--- src/rtl/fsl_pkg.sv ---
`timescale 1ns / 1ps
// fsl_pkg: shared constants, codes, flag struct and arctangent table
// for the fibonacci sphere lattice point block; no dependencies
package fsl_pkg;

  localparam int DEF_INDEX_BITS = 20;
  localparam int DIV_STEPS      = 30;
  localparam int CORDIC_STEPS   = 30;
  localparam int SQRT_STEPS     = 31;
  localparam int CFG_ADDR_BITS  = 3;
  localparam int CFG_DATA_BITS  = 32;

  // register indexes
  localparam logic [CFG_ADDR_BITS-1:0] REG_VARIANT  = 3'd0;
  localparam logic [CFG_ADDR_BITS-1:0] REG_COUNT    = 3'd1;
  localparam logic [CFG_ADDR_BITS-1:0] REG_RADIUS   = 3'd2;
  localparam logic [CFG_ADDR_BITS-1:0] REG_CENTER_X = 3'd3;
  localparam logic [CFG_ADDR_BITS-1:0] REG_CENTER_Y = 3'd4;
  localparam logic [CFG_ADDR_BITS-1:0] REG_CENTER_Z = 3'd5;

  // lattice variants
  localparam logic [2:0] VAR_NAIVE  = 3'd0;
  localparam logic [2:0] VAR_FIRST  = 3'd1;
  localparam logic [2:0] VAR_SECOND = 3'd2;
  localparam logic [2:0] VAR_THIRD  = 3'd3;
  localparam logic [2:0] VAR_OFFSET = 3'd4;

  localparam logic [2:0]  VARIANT_RST = VAR_THIRD;
  localparam logic [30:0] RADIUS_RST  = 31'd65536;

  // lattice offsets, 16 fractional bits
  localparam logic [17:0] OFS_HALF      = 18'd32768;
  localparam logic [17:0] OFS_ONE_HALF  = 18'd98304;
  localparam logic [17:0] OFS_3_HALF    = 18'd229376;
  localparam logic [17:0] OFS_EPS       = 18'd23593;
  localparam logic signed [19:0] OFS_EPS_B = -20'sd18350;

  localparam logic signed [31:0] Q30_ONE     = 32'sh4000_0000;
  localparam logic signed [33:0] CORDIC_GAIN = 34'sd652032874;
  localparam logic [31:0] GOLDEN_LO = 32'h7F4A_7C15;
  localparam logic [31:0] GOLDEN_HI = 32'h9E37_79B9;

  typedef struct packed {
    logic err;
    logic north;
    logic south;
  } pt_flags_t;

  // arctangent of 2^-k in turns, 32 bits per turn
  function automatic logic [29:0] atan_turn(input logic [4:0] k);
    logic [29:0] v;
    unique case (k)
      5'd0:  v = 30'h20000000;
      5'd1:  v = 30'h12E4051E;
      5'd2:  v = 30'h09FB385B;
      5'd3:  v = 30'h051111D4;
      5'd4:  v = 30'h028B0D43;
      5'd5:  v = 30'h0145D7E1;
      5'd6:  v = 30'h00A2F61E;
      5'd7:  v = 30'h00517C55;
      5'd8:  v = 30'h0028BE53;
      5'd9:  v = 30'h00145F2F;
      5'd10: v = 30'h000A2F98;
      5'd11: v = 30'h000517CC;
      5'd12: v = 30'h00028BE6;
      5'd13: v = 30'h000145F3;
      5'd14: v = 30'h0000A2FA;
      5'd15: v = 30'h0000517D;
      5'd16: v = 30'h000028BE;
      5'd17: v = 30'h0000145F;
      5'd18: v = 30'h00000A30;
      5'd19: v = 30'h00000518;
      5'd20: v = 30'h0000028C;
      5'd21: v = 30'h00000146;
      5'd22: v = 30'h000000A3;
      5'd23: v = 30'h00000051;
      5'd24: v = 30'h00000029;
      5'd25: v = 30'h00000014;
      5'd26: v = 30'h0000000A;
      5'd27: v = 30'h00000005;
      5'd28: v = 30'h00000003;
      5'd29: v = 30'h00000001;
      default: v = 30'h0;
    endcase
    return v;
  endfunction

endpackage

--- src/rtl/fsl_cordic_cell.sv ---
`timescale 1ns / 1ps
// fsl_cordic_cell: one CORDIC rotation step with a fixed shift
// depends on fsl_pkg for the arctangent table
module fsl_cordic_cell #(
  parameter int STEP = 0
) (
  input  logic               clk,
  input  logic               en,
  input  logic signed [33:0] x_i,
  input  logic signed [33:0] y_i,
  input  logic signed [33:0] a_i,
  input  logic               f_i,
  output logic signed [33:0] x_o,
  output logic signed [33:0] y_o,
  output logic signed [33:0] a_o,
  output logic               f_o
);

  logic signed [33:0] dx;
  logic signed [33:0] dy;
  logic signed [33:0] at;

  // shifted cross terms and step angle
  always_comb begin
    dx = y_i >>> STEP;
    dy = x_i >>> STEP;
    at = $signed(34'(fsl_pkg::atan_turn(5'(STEP))));
  end

  // rotate toward zero residual angle
  always_ff @(posedge clk) begin
    if (en) begin
      f_o <= f_i;
      if (!a_i[33]) begin
        x_o <= x_i - dx;
        y_o <= y_i + dy;
        a_o <= a_i - at;
      end else begin
        x_o <= x_i + dx;
        y_o <= y_i - dy;
        a_o <= a_i + at;
      end
    end
  end

endmodule

--- config.mk ---
export PLATFORM = sky130hd
export DESIGN_NAME = fsl_cordic_cell
export DESIGN_NICKNAME = d
export VERILOG_FILES = /design/src/rtl/fsl_pkg.sv /design/src/rtl/fsl_cordic_cell.sv
export SDC_FILE = /design/constraint.sdc
export NUM_CORES = 1
export LEC_CHECK = 0
export BUFFER_PORTS_ARGS = -buffer_cell sky130_fd_sc_hd__buf_2
export CAP_MARGIN = 20
export CORE_ASPECT_RATIO = 1.75
export CORE_MARGIN = 8
export CORE_UTILIZATION = 38
export DETAILED_ROUTE_END_ITERATION = 7
export PLACE_DENSITY_LB_ADDON = 0.25
export SETUP_SLACK_MARGIN = 0.3
export SLEW_MARGIN = 20
export SYNTH_ARGS = -nofsm -noshare
export SYNTH_HDL_FRONTEND = slang
export SYNTH_SLANG_ARGS = --single-unit
--- constraint.sdc ---
create_clock -name clk -period 2.9 [get_ports clk]
set_input_delay 0.58 -clock clk [delete_from_list [all_inputs] [get_ports clk]]
set_output_delay 0.58 -clock clk [all_outputs]
set_load 0.02 [all_outputs]
==> metrics.md <==
| Metric | Value |
|---|---|
| Post-synthesis compound-gate area fraction | 0.2359 |
| Pin count of the biggest net entering global routing | 92 |
| Leak Pwr | 0.006242 uW |
| CORE AREA | 23240 sq um |
| Tcrit/Tclk final | 1.034 |
| PwrDens | 438.3 nW/um^2 |
| Worst hold path depth | 1 |
| Dominant cells by area after synthesis | edfxtp_1 (34%), ha_1 (14%), a21oi_1 (5.8%), xnor2_1 (5.4%), inv_1 (4.4%) |
| Slowest cell delay on critical path | 0.38 ns |
| Crit-path max FO | 3 |
| Peak supply drop | 0.0002904 V |
| Post-Synth Adder-Cell Area | 0.1518 |
| CTS root buf | clkbuf_16 |
| Cell family with most CP delay | compound AO/OA/AOI/OAI gates |
| Via Count | 9215 |
| Clock Path Buffers | 2 |
| Post-route cell area | 13680 sq um |
| FP Rows | 74 |
| Crit path cell chain | buf_12 > inv_12 > ha_4 > inv_4 > a211o_1 > a21oi_4 > o211ai_1 > a221o_1 > o311ai_4 > buf_12 > a31oi_4 > a21boi_2 > o21ai_2 > xnor2_1 |
| Antenna Nets Post-Route | 0 |
| Status | finished with violations |
| Max-slew violations | 0 |
| Die height | 218.8 um |
| Critical Path Start Type | input pin |
| Synthesized cell area | 8934 sq um |
| Post-synthesis sequential area ratio | 0.3429 |
| Worst EP arrival | 3.13 ns |
| Post-layout min period | 2.999 ns |
| Yosys cell types | 77 |
| CTS Hold Bufs | 0 |
| Vias in the first global route | 9683 |
| PortBufs | 207 |
| Failing checks | setup timing |
| Final non-filler cell total | 1746 |
| CP required | 3.03 ns |
| Rel. slew slack | 0.3473 |
| Final #Nets | 1647 |
| CP Depth | 14 |
| Synth Area in Simple Gates | 0.1189 |
| Dpl cell area | 12270 sq um |
| Synth warn | 0 |
| Initial DRC Count | 462 |
| HP Class | input pin to flop |
| Gp weighted congestion | 0.9890 |
| Endpoint class of the critical path | flop |
| Post-Syn Nets | 1208 |
| Worst-path clk slew | 0.07 ns |
| Initial antenna violation count | 2 |
| Number of fill cells in the layout | 2083 |
| Multi-input logic area | 6267 sq um |
| Tot GR Track Use | 0.2272 |
| Max-Cap Viols | 0 |
| Clock H-tree levels | 3 |
| Top FF cell, synth | edfxtp_1 |
| Number of I/O pins | 208 |
| Total power | 5997 uW |
| Yosys reg bits | 102 |
| Top cell type's share of synthesized area | 0.3429 |
| Residual DRC | 0 |
| Total gr overflow | 0 |
| Most frequent CP cell | buf_12 |
| Final HPWL DP | 27290 um |
| Final setup vio count | 18 |
| Worst setup margin | -0.09937 ns |
| Ys async rst share | 0 |
| Die Footprint | 28860 sq um |
| Inst Count DP | 1705 |
| Worst Path Buf+Inv | 4 |
| Synthesis-to-layout area growth | 53.14% |
| Post-Syn Instances | 997 |
| 1st-pass router iterations | 5 |
| Setup CP Type | input pin to flop |
| Final Hold Viols | 0 |
| Post-synth EDFFs | 102 |
| First-pass GRT wire length | 51150 um |
| Worst slew pin tran | 0.9701 ns |
| CTS Buf Count | 9 |
| Clock sinks | 102 |
| Syn Area/Cell | 8.960 sq um |
| WL final | 33630 um |
| Leading area contributor after synthesis | edfxtp_1 |
| Largest family of logic cells by synthesized area | compound AO/OA/AOI/OAI gates |
| Via density | 5.278 |
| Sequential cell area | 3063 sq um |
| Mux share of post-synthesis cell area | 0.01569 |
| F_max | 0.3334 GHz |
| Share of cells above drive strength 1 | 0.4525 |
| CTS tree | done |
| Average routed wire per standard cell | 19.26 um |
| Synth cell count leaders | a21oi_1 (104), inv_1 (104), edfxtp_1 (102), ha_1 (102), nor2_1 (94) |
| RSZ-0062 raised after global routing | yes |
| Die width | 131.9 um |
| Crit-path slowest cell | a221o_1 |
| Initial Util | 0.3844 |
| Xor-xnor portion of the synthesized cell area | 0.06569 |
-- cell type report --
class,instances,share of cell area
multi-input combinational,740,0.4581
antenna,1,0.0001829
timing repair buffer,476,0.2376
tap,304,0.02780
sequential,102,0.2239
clock inverter,6,0.005030
clock buffer,10,0.01674
inverter,107,0.03064
-- sequential cells by signal (all words and copies together) (netlist names) --
signal and cells:
a_o 34, f_o 1, x_o 34, y_o 33
-- what timing repair did --
| item | 4_1_cts | 5_1_grt |
|---|---|---|
| resized for setup | 102 | 91 |
| setup endpoints to repair | 42 | 45 |
| pin swaps | 54 | 56 |
| setup buffers | 10 | 13 |
| cloned | 0 | 1 |
-- routing by layer --
layer  vias to the layer above  share of wire  global-route usage
met5                         -              0                   0
met3                       136          0.042             0.03961
met4                         0          0.070              0.1608
met1                      4304           0.33              0.1981
li1                       4437              -                   -
met2                       338           0.56              0.4543
-- per-stage QoR --
stage	util	setup slack, ns	TNS, ns	hold slack (ns)
after floorplan	-	-0.08496	-0.4617	0.6789
after global placement	0.5281	-1.043	-17.08	0.7571
after detailed placement	0.5281	-1.018	-18.73	0.7584
after CTS	0.5653	-0.09622	-0.6713	0.3615
after global routing	0.5886	-0.2362	-3.748	0.3726
final	0.5887	-0.09937	-1.057	0.3789
-- kinds of logic (layout without fill, tap and decap cells) --
group	after synthesis	count (layout)
compound gates	325	325
xor+xnor	67	67
fa+ha+maj	106	106
buf+inv	155	599
flops	102	102
mux	14	14
other cells	0	1
simple gates	228	228
-- placed cells by master, fill, tap and decap left out, drive strengths merged, types with 5 or more instances in the layout --
cell type | synthesis | routed
o31ai | 16 | 16
nor3 | 12 | 12
nand4 | 9 | 9
edfxtp | 102 | 102
xnor2 | 55 | 55
buf | 26 | 475
clkbuf | 22 | 11
or2 | 5 | 5
nand3 | 12 | 12
nand2b | 10 | 10
a21oi | 106 | 106
a21o | 31 | 31
a211o | 5 | 5
ha | 102 | 102
o21ai | 65 | 65
o21a | 10 | 10
mux2i | 14 | 14
nor2 | 95 | 95
xor2 | 12 | 12
a31oi | 10 | 10
nor4 | 11 | 11
a211oi | 10 | 10
nand2 | 48 | 48
o21bai | 18 | 18
a221oi | 5 | 5
inv | 105 | 107
nor2b | 10 | 10
and3 | 7 | 7
o211ai | 14 | 14
-- power breakdown --
| group | switching, uW | internal [uW] |
|---|---|---|
| Sequential | 57.3 | 1900 |
| Clock | 585 | 676 |
| Combinational | 1550 | 1230 |
| Total | 2200 | 3800 |
-- final timing paths --
path	end	start
setup / recovery	y_o[27]	x_i[1]
hold / removal	a_o[10]	a_i[10]
(Power assumes the default switching activity.)
