<file path="src/rtl/fsl_pkg.sv">
`timescale 1ns / 1ps
// fsl_pkg: shared constants, codes, flag struct and arctangent table
// for the fibonacci sphere lattice point block; no dependencies
package fsl_pkg;

  localparam int DEF_INDEX_BITS = 20;
  localparam int DIV_STEPS      = 30;
  localparam int CORDIC_STEPS   = 30;
  localparam int SQRT_STEPS     = 31;
  localparam int CFG_ADDR_BITS  = 3;
  localparam int CFG_DATA_BITS  = 32;

  // register indexes
  localparam logic [CFG_ADDR_BITS-1:0] REG_VARIANT  = 3'd0;
  localparam logic [CFG_ADDR_BITS-1:0] REG_COUNT    = 3'd1;
  localparam logic [CFG_ADDR_BITS-1:0] REG_RADIUS   = 3'd2;
  localparam logic [CFG_ADDR_BITS-1:0] REG_CENTER_X = 3'd3;
  localparam logic [CFG_ADDR_BITS-1:0] REG_CENTER_Y = 3'd4;
  localparam logic [CFG_ADDR_BITS-1:0] REG_CENTER_Z = 3'd5;

  // lattice variants
  localparam logic [2:0] VAR_NAIVE  = 3'd0;
  localparam logic [2:0] VAR_FIRST  = 3'd1;
  localparam logic [2:0] VAR_SECOND = 3'd2;
  localparam logic [2:0] VAR_THIRD  = 3'd3;
  localparam logic [2:0] VAR_OFFSET = 3'd4;

  localparam logic [2:0]  VARIANT_RST = VAR_THIRD;
  localparam logic [30:0] RADIUS_RST  = 31'd65536;

  // lattice offsets, 16 fractional bits
  localparam logic [17:0] OFS_HALF      = 18'd32768;
  localparam logic [17:0] OFS_ONE_HALF  = 18'd98304;
  localparam logic [17:0] OFS_3_HALF    = 18'd229376;
  localparam logic [17:0] OFS_EPS       = 18'd23593;
  localparam logic signed [19:0] OFS_EPS_B = -20'sd18350;

  localparam logic signed [31:0] Q30_ONE     = 32'sh4000_0000;
  localparam logic signed [33:0] CORDIC_GAIN = 34'sd652032874;
  localparam logic [31:0] GOLDEN_LO = 32'h7F4A_7C15;
  localparam logic [31:0] GOLDEN_HI = 32'h9E37_79B9;

  typedef struct packed {
    logic err;
    logic north;
    logic south;
  } pt_flags_t;

  // arctangent of 2^-k in turns, 32 bits per turn
  function automatic logic [29:0] atan_turn(input logic [4:0] k);
    logic [29:0] v;
    unique case (k)
      5'd0:  v = 30'h20000000;
      5'd1:  v = 30'h12E4051E;
      5'd2:  v = 30'h09FB385B;
      5'd3:  v = 30'h051111D4;
      5'd4:  v = 30'h028B0D43;
      5'd5:  v = 30'h0145D7E1;
      5'd6:  v = 30'h00A2F61E;
      5'd7:  v = 30'h00517C55;
      5'd8:  v = 30'h0028BE53;
      5'd9:  v = 30'h00145F2F;
      5'd10: v = 30'h000A2F98;
      5'd11: v = 30'h000517CC;
      5'd12: v = 30'h00028BE6;
      5'd13: v = 30'h000145F3;
      5'd14: v = 30'h0000A2FA;
      5'd15: v = 30'h0000517D;
      5'd16: v = 30'h000028BE;
      5'd17: v = 30'h0000145F;
      5'd18: v = 30'h00000A30;
      5'd19: v = 30'h00000518;
      5'd20: v = 30'h0000028C;
      5'd21: v = 30'h00000146;
      5'd22: v = 30'h000000A3;
      5'd23: v = 30'h00000051;
      5'd24: v = 30'h00000029;
      5'd25: v = 30'h00000014;
      5'd26: v = 30'h0000000A;
      5'd27: v = 30'h00000005;
      5'd28: v = 30'h00000003;
      5'd29: v = 30'h00000001;
      default: v = 30'h0;
    endcase
    return v;
  endfunction

endpackage

</file>
<file path="src/rtl/fsl_sqrt_cell.sv">
`timescale 1ns / 1ps
// fsl_sqrt_cell: one digit of a bitwise integer square root
// depends on fsl_pkg for the flag struct
module fsl_sqrt_cell #(
  parameter int STEP = 0
) (
  input  logic               clk,
  input  logic               rst_n,
  input  logic               en,
  input  logic               vld_i,
  input  fsl_pkg::pt_flags_t flg_i,
  input  logic [60:0]        v_i,
  input  logic [60:0]        res_i,
  output logic               vld_o,
  output fsl_pkg::pt_flags_t flg_o,
  output logic [60:0]        v_o,
  output logic [60:0]        res_o
);

  localparam logic [60:0] BIT = 61'(1) << (60 - 2 * STEP);

  logic [61:0] trial;
  logic        fit;

  always_comb begin
    trial = {1'b0, res_i} + {1'b0, BIT};
    fit   = {1'b0, v_i} >= trial;
  end

  always_ff @(posedge clk) begin
    if (!rst_n) begin
      vld_o <= 1'b0;
    end else if (en) begin
      vld_o <= vld_i;
    end
  end

  always_ff @(posedge clk) begin
    if (en) begin
      flg_o <= flg_i;
      if (fit) begin
        v_o   <= v_i - trial[60:0];
        res_o <= (res_i >> 1) + BIT;
      end else begin
        v_o   <= v_i;
        res_o <= res_i >> 1;
      end
    end
  end

endmodule

</file>
<file path="config.mk">
export PLATFORM = sky130hd
export DESIGN_NAME = fsl_sqrt_cell
export DESIGN_NICKNAME = d
export VERILOG_FILES = /design/src/rtl/fsl_pkg.sv /design/src/rtl/fsl_sqrt_cell.sv
export SDC_FILE = /design/constraint.sdc
export NUM_CORES = 1
export LEC_CHECK = 0
export ABC_AREA = 1
export BUFFER_PORTS_ARGS = -buffer_cell sky130_fd_sc_hd__buf_2
export CORE_MARGIN = 8
export CORE_UTILIZATION = 60
export CTS_BUF_LIST = sky130_fd_sc_hd__clkbuf_16
export CTS_CLUSTER_SIZE = 16
export DETAILED_ROUTE_END_ITERATION = 7
export PLACE_DENSITY = 0.95
export SYNTH_ARGS = -nofsm -noshare
export SYNTH_HDL_FRONTEND = slang
export SYNTH_SLANG_ARGS = --single-unit
</file>
<file path="constraint.sdc">
create_clock -name clk -period 5.25 [get_ports clk]
set_input_delay 1.05 -clock clk [delete_from_list [all_inputs] [get_ports clk]]
set_output_delay 1.05 -clock clk [all_outputs]
set_load 0.03 [all_outputs]
</file>
==> results.json <==
{
  "rows": 48,
  "cts_buffer_depth": 2,
  "wl_met1_um": 14500,
  "finalCritPeriodShare": 0.746,
  "ant_nets": 0,
  "path_cells": "buf_2 -> inv_1 -> ha_1 -> nand2_1 -> nor2_1 -> nand2_1 -> inv_1 -> nand2_1 -> nand2_2 -> nand2_1 -> nand2_1 -> nand2_1 -> nand3_4 -> buf_4 -> o21ai_1",
  "wl_per_cell_um": 17.1,
  "finalNonFillerCells": 2127,
  "yosysSeqAreaShare": 0.354,
  "core-area_sq_um": 17400,
  "hold_depth": 2,
  "start_kind": "primary input",
  "worst_r2r_path_depth": 2,
  "place_hpwl_um": 29300,
  "fmax_mhz": 255,
  "critical_path_class": "primary input to flip-flop",
  "finalNetCount": 2081,
  "antenna_cells": 0,
  "start_util": 0.614,
  "synth_largest_area_cell": "edfxtp_1",
  "die_h_um": 149,
  "crit_fanout": 60,
  "leakage_nw": 7.40,
  "syn_area_sq_um": 10700,
  "tightest_slew_ns": 0.877,
  "hold_violations": 0,
  "dp_worst_setup_slack_ns": 1.02,
  "timing.final.max_slew_violations": 0,
  "dr.max_layer_used": "met4",
  "setup_ws_ns": 1.33,
  "die_w_um": 149,
  "via_per_inst": 5.26,
  "avgSynthCellArea_sq_um": 6.55,
  "ios": 255,
  "setup_tns_ns": 0,
  "syn_to_final_growth_pct": 19.3,
  "wl_met2_um": 16900,
  "critPathMaxStageDelay_ns": 0.53,
  "hold_class": "flip-flop to flip-flop",
  "cpLargestDelayFamily": "simple AND/OR/NAND/NOR gates",
  "met3WireLength_um": 3660,
  "clk_pin_slew_ns": 0.06,
  "globalRouteOverflowTotal": 0,
  "cts_resized": 0,
  "synth_edf_count": 125,
  "rsz0062_at_grt": "no",
  "vias": 11198,
  "grt_max_degree": 61,
  "outcome": "complete, no violations",
  "synthArstFlopShare": 0,
  "drv_cap": 0,
  "synth_top_area_frac": 0.352,
  "finClkSkew_ns": 0,
  "die-area_sq_um": 22300,
  "cp-end-kind": "flip-flop",
  "grt_pass1_wl_um": 55600,
  "required_ns": 5.40,
  "drt_iter0_drc": 1067,
  "route.final.wire_length_um": 36300,
  "netlist_instances": 1628,
  "min_period_ns": 3.92,
  "critPathBufInv": 4,
  "tritoncts": "built",
  "port-buffer-count": 254,
  "cts-root-buf": "clkbuf_16",
  "relSlewSlack": 0.414,
  "hold_buffers": 0,
  "firstDrtPassIters": 6,
  "layout-drive-gt1-share": 0.170,
  "power_density_nw_per_um2": 283,
  "synth_nets": 1820,
  "cpMostUsedCell": "nand2_1",
  "clkLatencyLatePin_ns": 0.43,
  "dp_cells": 2095,
  "setup_viol": 0,
  "antenna_found_initial": 0,
  "synthDistinctLibCells": 32,
  "yosysWarningCount": 0,
  "post_cts_buffers": 0,
  "ctsHtreeMaxLevel": 4,
  "vdd_drop_max_mv": 0.227,
  "cp.depth": 15,
  "drc_errors": 0,
  "hold_slack_ns": 0.564,
  "grtUsageTotal": 0.319,
  "grt_pass1_vias": 10865,
  "place_congestion": 0.990,
  "ys_seq_elements": 126,
  "synth_area_leaders": "edfxtp_1 35%, nand2_1 22%, inv_1 14%",
  "slowest_stage": "nand2_1",
  "cts_buffers": 17,
  "critPathArrivalTime_ns": 4.07,
  "synth-main-ff-cell": "edfxtp_1",
  "clock_sinks": 126
}
tightest hold or removal path, delay by kind of cell (launching register included):
family / cells / cell delay (ns)
flip-flops: 1 / 0.32
AO/OA/AOI/OAI: 2 / 0.20
kinds of logic after synthesis:
kind of cell,Yosys count,share of synthesized area
XOR/XNOR,31,0.0255
buffers and inverters,432,0.159
AND/OR/NAND/NOR,880,0.341
AO/OA/AOI/OAI,96,0.0461
adder cells (fa/ha/maj),63,0.0746
flip-flops,126,0.354
power breakdown:
group,leakage [nW],total [mW],switching (mW),internal (mW)
clock network,0.284,1.20,0.500,0.704
registers,1.23,1.25,0.0245,1.23
logic,5.89,1.14,0.808,0.331
synthesized netlist by cell type (3+ instances only):
| cell | n |
|---|---|
| nand2_2 | 3 |
| and2_1 | 4 |
| nor2_1 | 105 |
| edfxtp_1 | 125 |
| nand3_1 | 65 |
| inv_1 | 409 |
| o21ai_1 | 36 |
| nand2_1 | 634 |
| nor2_2 | 6 |
| a21oi_1 | 43 |
| nand3_2 | 10 |
| nand4_1 | 35 |
| ha_1 | 62 |
| o21ai_0 | 13 |
| nor3_2 | 4 |
| buf_2 | 11 |
| xor2_1 | 31 |
| nor3_1 | 4 |
| buf_6 | 6 |
| inv_2 | 5 |
cells in the final DEF, fill, tap and decap left out, types with 3 or more instances in the layout:
| master | Yosys | layout |
|---|---|---|
| nor3_1 | 4 | 4 |
| inv_1 | 409 | 409 |
| o21ai_0 | 13 | 13 |
| and2_1 | 4 | 4 |
| nor2_1 | 105 | 105 |
| buf_2 | 11 | 253 |
| xor2_1 | 31 | 31 |
| nand3_2 | 10 | 9 |
| o21ai_1 | 36 | 36 |
| clkinv_4 | 0 | 4 |
| buf_4 | 0 | 7 |
| nor3_2 | 4 | 4 |
| ha_1 | 62 | 62 |
| inv_2 | 5 | 5 |
| nand4_1 | 35 | 35 |
| edfxtp_1 | 125 | 125 |
| clkinv_2 | 0 | 3 |
| nand3_1 | 65 | 65 |
| inv_6 | 0 | 4 |
| nand2_2 | 3 | 3 |
| nand2_1 | 634 | 634 |
| clkbuf_16 | 0 | 17 |
| a21oi_1 | 43 | 43 |
| nor2_2 | 6 | 6 |
path summary, 6_finish.rpt:
| path | from | end | slack, ns |
|---|---|---|---|
| hold reg to reg | vld_o | vld_o | 0.56 |
| setup / recovery | res_i[11] | v_o[19] | 1.33 |
| setup reg to reg | vld_o | vld_o | 4.58 |
| hold / removal | vld_o | vld_o | 0.56 |
sequential cells by signal, summed over array words and instances, names as in the netlist:
name,cells
res_o,61
vld_o,1
v_o,61
flg_o,3
stage by stage:
stage / utilization / total power [mW] / instance area [sq um]
after floorplan: - / 2.03 / 10700
after global placement: 0.699 / 2.35 / 12100
after detailed placement: 0.699 / 2.38 / 12100
after CTS: 0.733 / 3.58 / 12700
after global routing: 0.733 / 3.74 / 12700
final: 0.733 / 3.59 / 12700
layout make-up:
| type | count | area (sq um) |
|---|---|---|
| Clock buffer | 17 | 425 |
| Clock inverter | 15 | 160 |
| Fill cell | 1400 | 4640 |
| Inverter | 414 | 1550 |
| Multi-Input combinational cell | 1070 | 5200 |
| Sequential cell | 126 | 3770 |
| Tap cell | 225 | 282 |
| Timing Repair Buffer | 260 | 1320 |
metal layers:
metal / global-route usage / vias to the layer above
li1: - / 5469
met1: 0.393 / 4992
met2: 0.528 / 627
met3: 0.0743 / 110
met4: 0.135 / 0
met5: 0 / -
No activity file was read; power rests on OpenSTA's default activity.
