File: src/rtl/fsl_pkg.sv
`timescale 1ns / 1ps
// fsl_pkg: shared constants, codes, flag struct and arctangent table
// for the fibonacci sphere lattice point block; no dependencies
package fsl_pkg;

  localparam int DEF_INDEX_BITS = 20;
  localparam int DIV_STEPS      = 30;
  localparam int CORDIC_STEPS   = 30;
  localparam int SQRT_STEPS     = 31;
  localparam int CFG_ADDR_BITS  = 3;
  localparam int CFG_DATA_BITS  = 32;

  // register indexes
  localparam logic [CFG_ADDR_BITS-1:0] REG_VARIANT  = 3'd0;
  localparam logic [CFG_ADDR_BITS-1:0] REG_COUNT    = 3'd1;
  localparam logic [CFG_ADDR_BITS-1:0] REG_RADIUS   = 3'd2;
  localparam logic [CFG_ADDR_BITS-1:0] REG_CENTER_X = 3'd3;
  localparam logic [CFG_ADDR_BITS-1:0] REG_CENTER_Y = 3'd4;
  localparam logic [CFG_ADDR_BITS-1:0] REG_CENTER_Z = 3'd5;

  // lattice variants
  localparam logic [2:0] VAR_NAIVE  = 3'd0;
  localparam logic [2:0] VAR_FIRST  = 3'd1;
  localparam logic [2:0] VAR_SECOND = 3'd2;
  localparam logic [2:0] VAR_THIRD  = 3'd3;
  localparam logic [2:0] VAR_OFFSET = 3'd4;

  localparam logic [2:0]  VARIANT_RST = VAR_THIRD;
  localparam logic [30:0] RADIUS_RST  = 31'd65536;

  // lattice offsets, 16 fractional bits
  localparam logic [17:0] OFS_HALF      = 18'd32768;
  localparam logic [17:0] OFS_ONE_HALF  = 18'd98304;
  localparam logic [17:0] OFS_3_HALF    = 18'd229376;
  localparam logic [17:0] OFS_EPS       = 18'd23593;
  localparam logic signed [19:0] OFS_EPS_B = -20'sd18350;

  localparam logic signed [31:0] Q30_ONE     = 32'sh4000_0000;
  localparam logic signed [33:0] CORDIC_GAIN = 34'sd652032874;
  localparam logic [31:0] GOLDEN_LO = 32'h7F4A_7C15;
  localparam logic [31:0] GOLDEN_HI = 32'h9E37_79B9;

  typedef struct packed {
    logic err;
    logic north;
    logic south;
  } pt_flags_t;

  // arctangent of 2^-k in turns, 32 bits per turn
  function automatic logic [29:0] atan_turn(input logic [4:0] k);
    logic [29:0] v;
    unique case (k)
      5'd0:  v = 30'h20000000;
      5'd1:  v = 30'h12E4051E;
      5'd2:  v = 30'h09FB385B;
      5'd3:  v = 30'h051111D4;
      5'd4:  v = 30'h028B0D43;
      5'd5:  v = 30'h0145D7E1;
      5'd6:  v = 30'h00A2F61E;
      5'd7:  v = 30'h00517C55;
      5'd8:  v = 30'h0028BE53;
      5'd9:  v = 30'h00145F2F;
      5'd10: v = 30'h000A2F98;
      5'd11: v = 30'h000517CC;
      5'd12: v = 30'h00028BE6;
      5'd13: v = 30'h000145F3;
      5'd14: v = 30'h0000A2FA;
      5'd15: v = 30'h0000517D;
      5'd16: v = 30'h000028BE;
      5'd17: v = 30'h0000145F;
      5'd18: v = 30'h00000A30;
      5'd19: v = 30'h00000518;
      5'd20: v = 30'h0000028C;
      5'd21: v = 30'h00000146;
      5'd22: v = 30'h000000A3;
      5'd23: v = 30'h00000051;
      5'd24: v = 30'h00000029;
      5'd25: v = 30'h00000014;
      5'd26: v = 30'h0000000A;
      5'd27: v = 30'h00000005;
      5'd28: v = 30'h00000003;
      5'd29: v = 30'h00000001;
      default: v = 30'h0;
    endcase
    return v;
  endfunction

endpackage

File: src/rtl/fsl_div_cell.sv
`timescale 1ns / 1ps
// fsl_div_cell: one restoring division step, carries valid and flags
// depends on fsl_pkg
module fsl_div_cell #(
  parameter int DW = 37
) (
  input  logic                           clk,
  input  logic                           rst_n,
  input  logic                           en,
  input  logic                           vld_i,
  input  fsl_pkg::pt_flags_t             flg_i,
  input  logic [DW-1:0]                  rem_i,
  input  logic [DW-1:0]                  den_i,
  input  logic [fsl_pkg::DIV_STEPS-1:0]  q_i,
  output logic                           vld_o,
  output fsl_pkg::pt_flags_t             flg_o,
  output logic [DW-1:0]                  rem_o,
  output logic [DW-1:0]                  den_o,
  output logic [fsl_pkg::DIV_STEPS-1:0]  q_o
);

  logic [DW:0] rem2;
  logic [DW:0] diff;
  logic        take;

  // shift and trial subtract
  always_comb begin
    rem2 = {rem_i, 1'b0};
    diff = rem2 - {1'b0, den_i};
    take = rem2 >= {1'b0, den_i};
  end

  always_ff @(posedge clk) begin
    if (!rst_n) begin
      vld_o <= 1'b0;
    end else if (en) begin
      vld_o <= vld_i;
    end
  end

  always_ff @(posedge clk) begin
    if (en) begin
      flg_o <= flg_i;
      den_o <= den_i;
      rem_o <= take ? diff[DW-1:0] : rem2[DW-1:0];
      q_o   <= {q_i[fsl_pkg::DIV_STEPS-2:0], take};
    end
  end

endmodule

File: config.mk
export PLATFORM = sky130hd
export DESIGN_NAME = fsl_div_cell
export DESIGN_NICKNAME = d
export VERILOG_FILES = /design/src/rtl/fsl_pkg.sv /design/src/rtl/fsl_div_cell.sv
export SDC_FILE = /design/constraint.sdc
export NUM_CORES = 1
export LEC_CHECK = 0
export ABC_AREA = 1
export BUFFER_PORTS_ARGS = -buffer_cell sky130_fd_sc_hd__buf_2
export CORE_UTILIZATION = 48
export CTS_BUF_LIST = sky130_fd_sc_hd__clkbuf_8
export CTS_CLUSTER_DIAMETER = 50
export DETAILED_ROUTE_END_ITERATION = 12
export PLACE_DENSITY = 0.81
export SETUP_SLACK_MARGIN = 0.4
export SYNTH_ARGS = -nofsm -noshare
export SYNTH_HDL_FRONTEND = slang
export SYNTH_SLANG_ARGS = --single-unit
File: constraint.sdc
create_clock -name clk -period 2.3 [get_ports clk]
set_clock_uncertainty 0.2 [all_clocks]
set_input_delay 0.46 -clock clk [delete_from_list [all_inputs] [get_ports clk]]
set_output_delay 0.46 -clock clk [all_outputs]
set_load 0.005 [all_outputs]
==> results of run 1 <==
[placed cells by master, fill, tap and decap left out, types with 33 or more instances in the layout]
cell type / n
sky130_fd_sc_hd__nand3_1: 52
sky130_fd_sc_hd__inv_1: 116
sky130_fd_sc_hd__ha_4: 36
sky130_fd_sc_hd__nand2_2: 61
sky130_fd_sc_hd__buf_2: 185
sky130_fd_sc_hd__buf_6: 33
sky130_fd_sc_hd__buf_4: 140
sky130_fd_sc_hd__nor2_1: 43
sky130_fd_sc_hd__edfxtp_1: 107
sky130_fd_sc_hd__nand2_1: 217
[power breakdown]
part	internal, mW	leakage [nW]	switching [mW]
clock	0.523	0.105	0.724
combinational	1.05	4.25	1.11
sequential	2.41	1.05	0.0524
[flip-flops by register name, summed over array words and instances, names as in the netlist]
register  count
flg_o         3
vld_o         1
den_o        37
rem_o        37
q_o          30
[stage by stage]
stage,instances,hold slack [ns]
3_5_place_dp,1348,0.4133
4_1_cts,1393,0.01420
6_report,1405,0.02632
2_1_floorplan,842,0.3248
3_3_place_gp,1348,0.3221
5_1_grt,1405,0.001478
[Yosys cell counts]
cell type / n
sky130_fd_sc_hd__a21boi_0: 1
sky130_fd_sc_hd__a21oi_1: 26
sky130_fd_sc_hd__a21oi_2: 2
sky130_fd_sc_hd__a31o_2: 1
sky130_fd_sc_hd__buf_12: 1
sky130_fd_sc_hd__buf_2: 5
sky130_fd_sc_hd__buf_6: 5
sky130_fd_sc_hd__clkinv_1: 1
sky130_fd_sc_hd__dfxtp_1: 1
sky130_fd_sc_hd__edfxtp_1: 107
sky130_fd_sc_hd__fa_1: 1
sky130_fd_sc_hd__ha_1: 37
sky130_fd_sc_hd__inv_1: 146
sky130_fd_sc_hd__inv_2: 5
sky130_fd_sc_hd__nand2_1: 287
sky130_fd_sc_hd__nand2_2: 10
sky130_fd_sc_hd__nand2_4: 1
sky130_fd_sc_hd__nand3_1: 70
sky130_fd_sc_hd__nand3_2: 11
sky130_fd_sc_hd__nand3b_1: 9
sky130_fd_sc_hd__nand4_1: 4
sky130_fd_sc_hd__nor2_1: 64
sky130_fd_sc_hd__nor2_2: 7
sky130_fd_sc_hd__nor2_4: 1
sky130_fd_sc_hd__nor3_1: 6
sky130_fd_sc_hd__nor3_2: 2
sky130_fd_sc_hd__o21ai_0: 6
sky130_fd_sc_hd__o21bai_1: 6
sky130_fd_sc_hd__xnor2_1: 1
sky130_fd_sc_hd__xor2_1: 18
[path summary, 6_finish.rpt]
kind | end | start | cells after the start
worst max register to register | vld_o$_SDFFE_PN0P_ | vld_o$_SDFFE_PN0P_ | 2
worst max-delay path | rem_o[14]$_DFFE_PP_ | den_i[28] | 14
worst min-delay path | den_o[28]$_DFFE_PP_ | den_i[28] | 1
worst min register to register | vld_o$_SDFFE_PN0P_ | vld_o$_SDFFE_PN0P_ | 2
[per-layer routing]
metal | share of wire, % | vias up
met1 | 42 | 3195
met4 | 2.6 | 0
met5 | 0 | -
met3 | 6.4 | 51
met2 | 49 | 277
li1 | - | 3433
[timing repair]
item	in CTS	in global routing
gates resized for setup	175	65
gates cloned	3	1
endpoints found under the setup margin	38	38
pin swaps	50	31
setup buffers	26	11
[cells by family after synthesis]
logic type	count (synthesis)
xor gates and xnor gates	19
adders and majority gates	38
AOI/OAI and AO/OA	42
and+or+nand+nor	472
DFF	108
buffers and inverters	163
[area by class of cell]
type / instances / share of cell area (%)
multi-input combinational: 571 / 36.33
sequential: 108 / 29.31
timing repair buffer: 378 / 24.94
inverter: 152 / 5.523
tap: 180 / 2.042
clock buffer: 9 / 1.123
clock inverter: 7 / 0.7372
==> impl_summary.txt, run 1 <==
----------------------------------------------------
[Outcome]
  Outcome ... finished, final reports clean

[STA]
  Setup-failing EPs final ... 0
  Number of pins exceeding their max-slew limit in the final report ... 0
  Min Clock Period, post-route ... 2.146 ns
  Sum of negative setup slack ... 0 ns
  Slew HR ... 77.60%
  Period utilisation layout ... 93.29%
  RSZ-0062 raised after global routing ... true
  Highest Clock Rate ... 466.0 MHz
  Transition time at the pin with the least slew margin ... 0.3326 ns
  Count of endpoints failing hold in the final timing report ... 0
  Least setup slack across all paths after layout ... 0.1543 ns

[Route]
  Vias ... 6956
  Total iterations of the first detailed-routing run ... 6
  Routed WL ... 22400 um
  Number of DRC markers in iteration 0 ... 433
  DRC ... 0
  Remaining antenna violation count ... 0
  Routed length per instance ... 15.94 um
  Via/cell ratio ... 4.951

[Final layout]
  Number of fill cells ... 879
  Register area ... 3233 um^2
  Final #Nets ... 1369
  P&R area growth vs syn ... 61.22%
  Final non-filler cell area ... 11030 um^2
  Post-route core utilization ... 79.48%
  Antenna diode instance count ... 0
  Total area of multi-input combinational cells ... 4008 um^2
  Share of cells above drive strength 1 ... 50.86%

[Setup path]
  Buffer and inverter count on the worst path ... 4
  Dominant delay contributor by cell family on the critical path ... simple AND/OR/NAND/NOR gates
  Largest fanout on the critical path ... 20
  Critical path startpoint category ... primary input
  Classification of the worst setup path ... in2reg
  Endpoint type of the worst setup path ... flop
  Register-to-Register Setup Slack ... 1.34 ns
  Worst path slowest cell ... sky130_fd_sc_hd__ha_4
  Worst endpoint required time ... 2.25 ns
  CP dominant cell by count ... sky130_fd_sc_hd__nand2_4
  Arrival time of data at the critical path endpoint ... 2.10 ns
  Highest cell delay on the worst timing path ... 0.27 ns
  Critical-path cell list ... buf_6 > inv_2 > ha_4 > nand2_4 > buf_12 > nor2_4 > nand2_4 > nor2_1 > nand2_2 > nand2_4 > nand2_8 > buf_12 > nand3_1 > nand2_1

[GRT]
  GRT met1 Usage ... 36.97%
  Global routing's busiest layer ... met2
  GR Layer Usage met2 ... 52.17%
  Total global routing track utilization ... 29.87%
  Number of global-route vias before repair ... 6805
  Initial antenna violation count ... 0
  Remaining global-route overflow ... 0
  Met3 usage in global routing ... 5.310%
  First-pass GRT wire length ... 33270 um
  Maximum number of pins on one net before global-route repair ... 48

[Power]
  Largest voltage drop on the vdd net ... 0.2792 mV
  Areal power density over the cells ... 531.7 nW/um^2
  Pwr Total ... 5.865 mW
  Leakage power ... 5.414 nW

[Synthesis]
  Most area-consuming cells after synthesis ... sky130_fd_sc_hd__edfxtp_1 47%, sky130_fd_sc_hd__nand2_1 16%, sky130_fd_sc_hd__inv_1 8.0%
  Share of the synthesized area in the top cell type ... 46.96%
  Synthesized area per cell ... 8.127 um^2
  Parity-gate share of the synthesized area counting xor and xnor cells ... 2.432%
  Unique masters post-synth ... 30
  Synthesized netlist net count ... 991
  Share of the synthesized area in compound gates (AO/OA/AOI/OAI) ... 3.492%
  Sequential element share of the synthesized area ... 47.25%
  Combinational family with the most area after synthesis ... simple AND/OR/NAND/NOR gates
  Gate Count Post-Synth ... 842
  Post-Syn Area ... 6843 um^2
  Synth Area in Adders ... 7.058%
  Simple logic cell fraction of the synthesized area ... 29.95%
  Register bit total from synthesis ... 108
  Warning count from the yosys run ... 0
  Cell type contributing the most total cell area after synthesis ... sky130_fd_sc_hd__edfxtp_1
  Portion of netlist area occupied by mux cells ... 0%

[Die]
  Number of placement rows ... 43
  Die Ht ... 121.4 um
  Area of the core ... 13880 um^2
  Die area ... 14740 um^2
  Initial core utilization ... 49.30%
  Horizontal die dimension ... 121.4 um
  Number of ports placed on the die boundary ... 219

[Clocking]
  H-Tree Depth ... 3
  CTS tree ... yes
  Number of clock sinks ... 108
  Cell at the root of the clock tree ... sky130_fd_sc_hd__clkbuf_8
  Clock insertion delay at the later pin of the skew report ... 0.39 ns
  Number of clock buffers inserted by TritonCTS ... 9
  Post-CTS Hold Fix Bufs ... 0
  Clock-pin slew reported for the worst setup and hold paths after clock tree synthesis ... 0.12 ns
  Buffers from clock root to sink, at most ... 2

[Placement]
  Total placed instance area ... 9604 um^2
  Pre-CTS setup slack ... -0.2780 ns
  PortBufs ... 217
  Detailed placement HPWL ... 15670 um
  Final weighted congestion in routability-driven placement ... 0.9107

[Flow run]
  Count of max-cap constraint violations ... 0

[Worst hold path]
  Type of the worst min-delay path ... in2reg

----------------------------------------------------
Power figures use the tool's default switching activity.
==> inputs of run 2 (changes only) <==
--- a/config.mk
+++ b/config.mk
@@ -7,6 +7,7 @@
 export LEC_CHECK = 0
 export ABC_AREA = 1
 export BUFFER_PORTS_ARGS = -buffer_cell sky130_fd_sc_hd__buf_2
+export CORE_MARGIN = 4
 export CORE_UTILIZATION = 48
 export CTS_BUF_LIST = sky130_fd_sc_hd__clkbuf_8
 export CTS_CLUSTER_DIAMETER = 50
@@ -16,3 +17,4 @@
 export SYNTH_ARGS = -nofsm -noshare
 export SYNTH_HDL_FRONTEND = slang
 export SYNTH_SLANG_ARGS = --single-unit
+export TNS_END_PERCENT = 100
==> run 2 against run 1 <==
Design area down 2.4%. Total power decreased by 3.2%. Critical path type unchanged. Worst hold slack is essentially flat. Cell count did not move. Core utilization down 2.2 points. Die area is 10% higher. Global-route usage is 4.9 points lower. Worst setup slack improved by 0.011 ns. Largest power group unchanged.
==> impl_summary.txt, run 2 (synthesized netlist as in run 1, its figures left out) <==
----------------------------------------------------
[Outcome]
  Outcome ... finished, final reports clean

[Die]
  Number of placement rows ... 43 (unchanged)
  Initial core utilization ... 49.11% (-0.19 points)
  Die Ht ... 127.4 um (+4.9%)
  Die area ... 16230 um^2 (+10%)
  Horizontal die dimension ... 127.4 um (+4.9%)
  Number of ports placed on the die boundary ... 219 (unchanged)
  Area of the core ... 13930 um^2 (+0.39%)

[GRT]
  Number of global-route vias before repair ... 6504 (-4.4%)
  Total global routing track utilization ... 25.00% (-4.9 points)
  Remaining global-route overflow ... 0 (unchanged)
  Initial antenna violation count ... 0 (unchanged)
  Maximum number of pins on one net before global-route repair ... 71 (+48%)
  First-pass GRT wire length ... 32190 um (-3.3%)

[Setup path]
  Largest fanout on the critical path ... 4 (-80%)
  Worst endpoint required time ... 2.25 ns (about the same)
  Register-to-Register Setup Slack ... 1.44 ns (+0.10 ns)
  Arrival time of data at the critical path endpoint ... 2.09 ns (about the same)
  Depth of the most critical reg-to-reg path ... 2 (unchanged)
  Worst R2R End ... vld_o$_SDFFE_PN0P_
  Critical path startpoint category ... primary input
  Classification of the worst setup path ... in2reg
  Beginning of the worst register-to-register path ... vld_o$_SDFFE_PN0P_
  Endpoint type of the worst setup path ... flop

[Worst hold path]
  Hold Path Sink ... den_o[25]$_DFFE_PP_
  Type of the worst min-delay path ... in2reg
  Hold path cells ... 1 (unchanged)
  Hold Startpoint ... den_i[25]

[STA]
  Transition time at the pin with the least slew margin ... 0.5426 ns (+0.2100 ns)
  Slew HR ... 63.83% (-14 points)
  Count of endpoints failing hold in the final timing report ... 0 (unchanged)
  Min Clock Period, post-route ... 2.135 ns (-0.01111 ns)
  Period utilisation layout ... 92.81% (-0.48 points)
  Setup-failing EPs final ... 0 (unchanged)
  Worst Hold Slack ... 0.02673 ns (+0.0004173 ns)
  Number of pins exceeding their max-slew limit in the final report ... 0 (unchanged)
  RSZ-0062 raised after global routing ... true
  Highest Clock Rate ... 468.5 MHz (+0.52%)
  Least setup slack across all paths after layout ... 0.1654 ns (+0.01111 ns)

[Placement]
  Pre-CTS setup slack ... -0.3624 ns (-0.08443 ns)
  Total placed instance area ... 9654 um^2 (+0.52%)
  PortBufs ... 217 (unchanged)
  Detailed placement HPWL ... 16940 um (+8.1%)
  Final weighted congestion in routability-driven placement ... 0.9397 (+3.2%)

[Clocking]
  Post-CTS Hold Fix Bufs ... 0 (unchanged)
  CTS tree ... yes
  Cell at the root of the clock tree ... sky130_fd_sc_hd__clkbuf_8
  Number of clock buffers inserted by TritonCTS ... 9 (unchanged)
  Number of clock sinks ... 108 (unchanged)
  Clock-pin slew reported for the worst setup and hold paths after clock tree synthesis ... 0.12 ns (about the same)
  H-Tree Depth ... 3 (unchanged)
  Clock insertion delay at the later pin of the skew report ... 0.40 ns (about the same)
  Buffers from clock root to sink, at most ... 2 (unchanged)

[Final layout]
  Most frequent cells in the layout ... 212 x sky130_fd_sc_hd__nand2_1, 200 x sky130_fd_sc_hd__buf_2, 144 x sky130_fd_sc_hd__buf_4
  Most common cell after layout, fill and taps aside ... sky130_fd_sc_hd__nand2_1
  Largest registers ... den_o: 37 flops, rem_o: 37 flops, q_o: 30 flops
  P&R area growth vs syn ... 57.27%
  Final non-filler cell area ... 10760 um^2 (-2.4%)
  Final #Nets ... 1369 (unchanged)
  Share of cells above drive strength 1 ... 50.53% (-0.33 points)
  Number of fill cells ... 957 (+8.9%)
  Antenna diode instance count ... 0 (unchanged)

[Power]
  Leakage power ... 5.339 nW (-1.4%)
  Largest voltage drop on the vdd net ... 0.3887 mV (+39%)
  Areal power density over the cells ... 527.4 nW/um^2 (-0.81%)
  Pwr Total ... 5.675 mW (-3.2%)

[Route]
  Total iterations of the first detailed-routing run ... 6 (unchanged)
  Routed length per instance ... 15.86 um (-0.50%)
  Vias ... 6906 (-0.72%)
  Number of DRC markers in iteration 0 ... 439 (+1.4%)
  Remaining antenna violation count ... 0 (unchanged)
  Routed WL ... 22290 um (-0.50%)
  DRC ... 0 (unchanged)
  Via/cell ratio ... 4.915 (-0.72%)

[Flow run]
  Count of max-cap constraint violations ... 0 (unchanged)

----------------------------------------------------
==> run 2: cell count changes in the layout (fill, tap and decap cells not counted), moves of 4 or more <==
cell	previous run	this run
sky130_fd_sc_hd__buf_6	33	22
sky130_fd_sc_hd__nor2_2	13	17
sky130_fd_sc_hd__buf_2	185	200
sky130_fd_sc_hd__nand2_1	217	212
sky130_fd_sc_hd__nor2_4	16	7
sky130_fd_sc_hd__buf_12	11	7
sky130_fd_sc_hd__nor2_1	43	48
sky130_fd_sc_hd__inv_2	25	29
sky130_fd_sc_hd__buf_4	140	144
sky130_fd_sc_hd__nand2_4	19	24
==> run 2: report_power, final <==
group	internal (mW)	switching (mW)
Combinational	0.987	1.07
Sequential	2.41	0.0513
Clock	0.422	0.733
Total	3.82	1.86
==> run 2: metrics by stage <==
stage,instances,setup TNS [ns],utilization [%]
after floorplan,842,0,-
after global placement,1358,-7.896,69.28
after detailed placement,1358,-10.22,69.28
after CTS,1390,0,73.31
after global routing,1405,0,77.23
final,1405,0,77.23
==> run 2: final cells by class <==
class	count	area, um^2	share of cell area (%)
repair buffers	378	2575	23.93
multi-input cells	571	3931	36.53
flip-flops and latches	108	3233	30.04
inverters	152	600.6	5.581
clock buffers	9	123.9	1.151
clock inverters	7	72.57	0.6743
well taps	180	225.2	2.093
==> run 2: how the worst max path moves through the flow <==
stage	start	to	slack (ns)	cells past startpoint
floorplan	den_i[1]	rem_o[33]$_DFFE_PP_	0.06	14
global placement	den_i[15]	rem_o[17]$_DFFE_PP_	-0.25	15
detailed placement	den_i[15]	rem_o[17]$_DFFE_PP_	-0.36	15
CTS	den_i[1]	rem_o[10]$_DFFE_PP_	0.19	14
global route	rem_i[9]	rem_o[19]$_DFFE_PP_	0.09	12
finish	rem_i[9]	rem_o[19]$_DFFE_PP_	0.17	12
==> run 2: routing by layer <==
layer  routed length (um)  global-route usage [%]  vias to the layer above
li1                     -                       -                     3434
met1                 9457                   33.31                     3179
met2                10850                   42.55                      268
met3                 1592                   4.306                       25
met4                  387                   6.246                        0
met5                    0                       0                        -
==> run 2: repair_timing <==
action	CTS	global route
cloned	1	4
buffers inserted	15	11
gates resized for setup	75	119
pin swaps	38	50
endpoints found under the setup margin	38	38
==> run 2: worst max-delay path: stages <==
cell                      delay, ns
sky130_fd_sc_hd__buf_2         0.12
sky130_fd_sc_hd__ha_4          0.26
sky130_fd_sc_hd__nand2_1       0.15
sky130_fd_sc_hd__inv_1         0.07
sky130_fd_sc_hd__a21oi_1       0.30
sky130_fd_sc_hd__nand2_1       0.10
sky130_fd_sc_hd__nand2_1       0.09
sky130_fd_sc_hd__nand3_2       0.11
sky130_fd_sc_hd__buf_4         0.17
sky130_fd_sc_hd__xor2_2        0.15
sky130_fd_sc_hd__nand2_4       0.07
sky130_fd_sc_hd__nand2_1       0.04
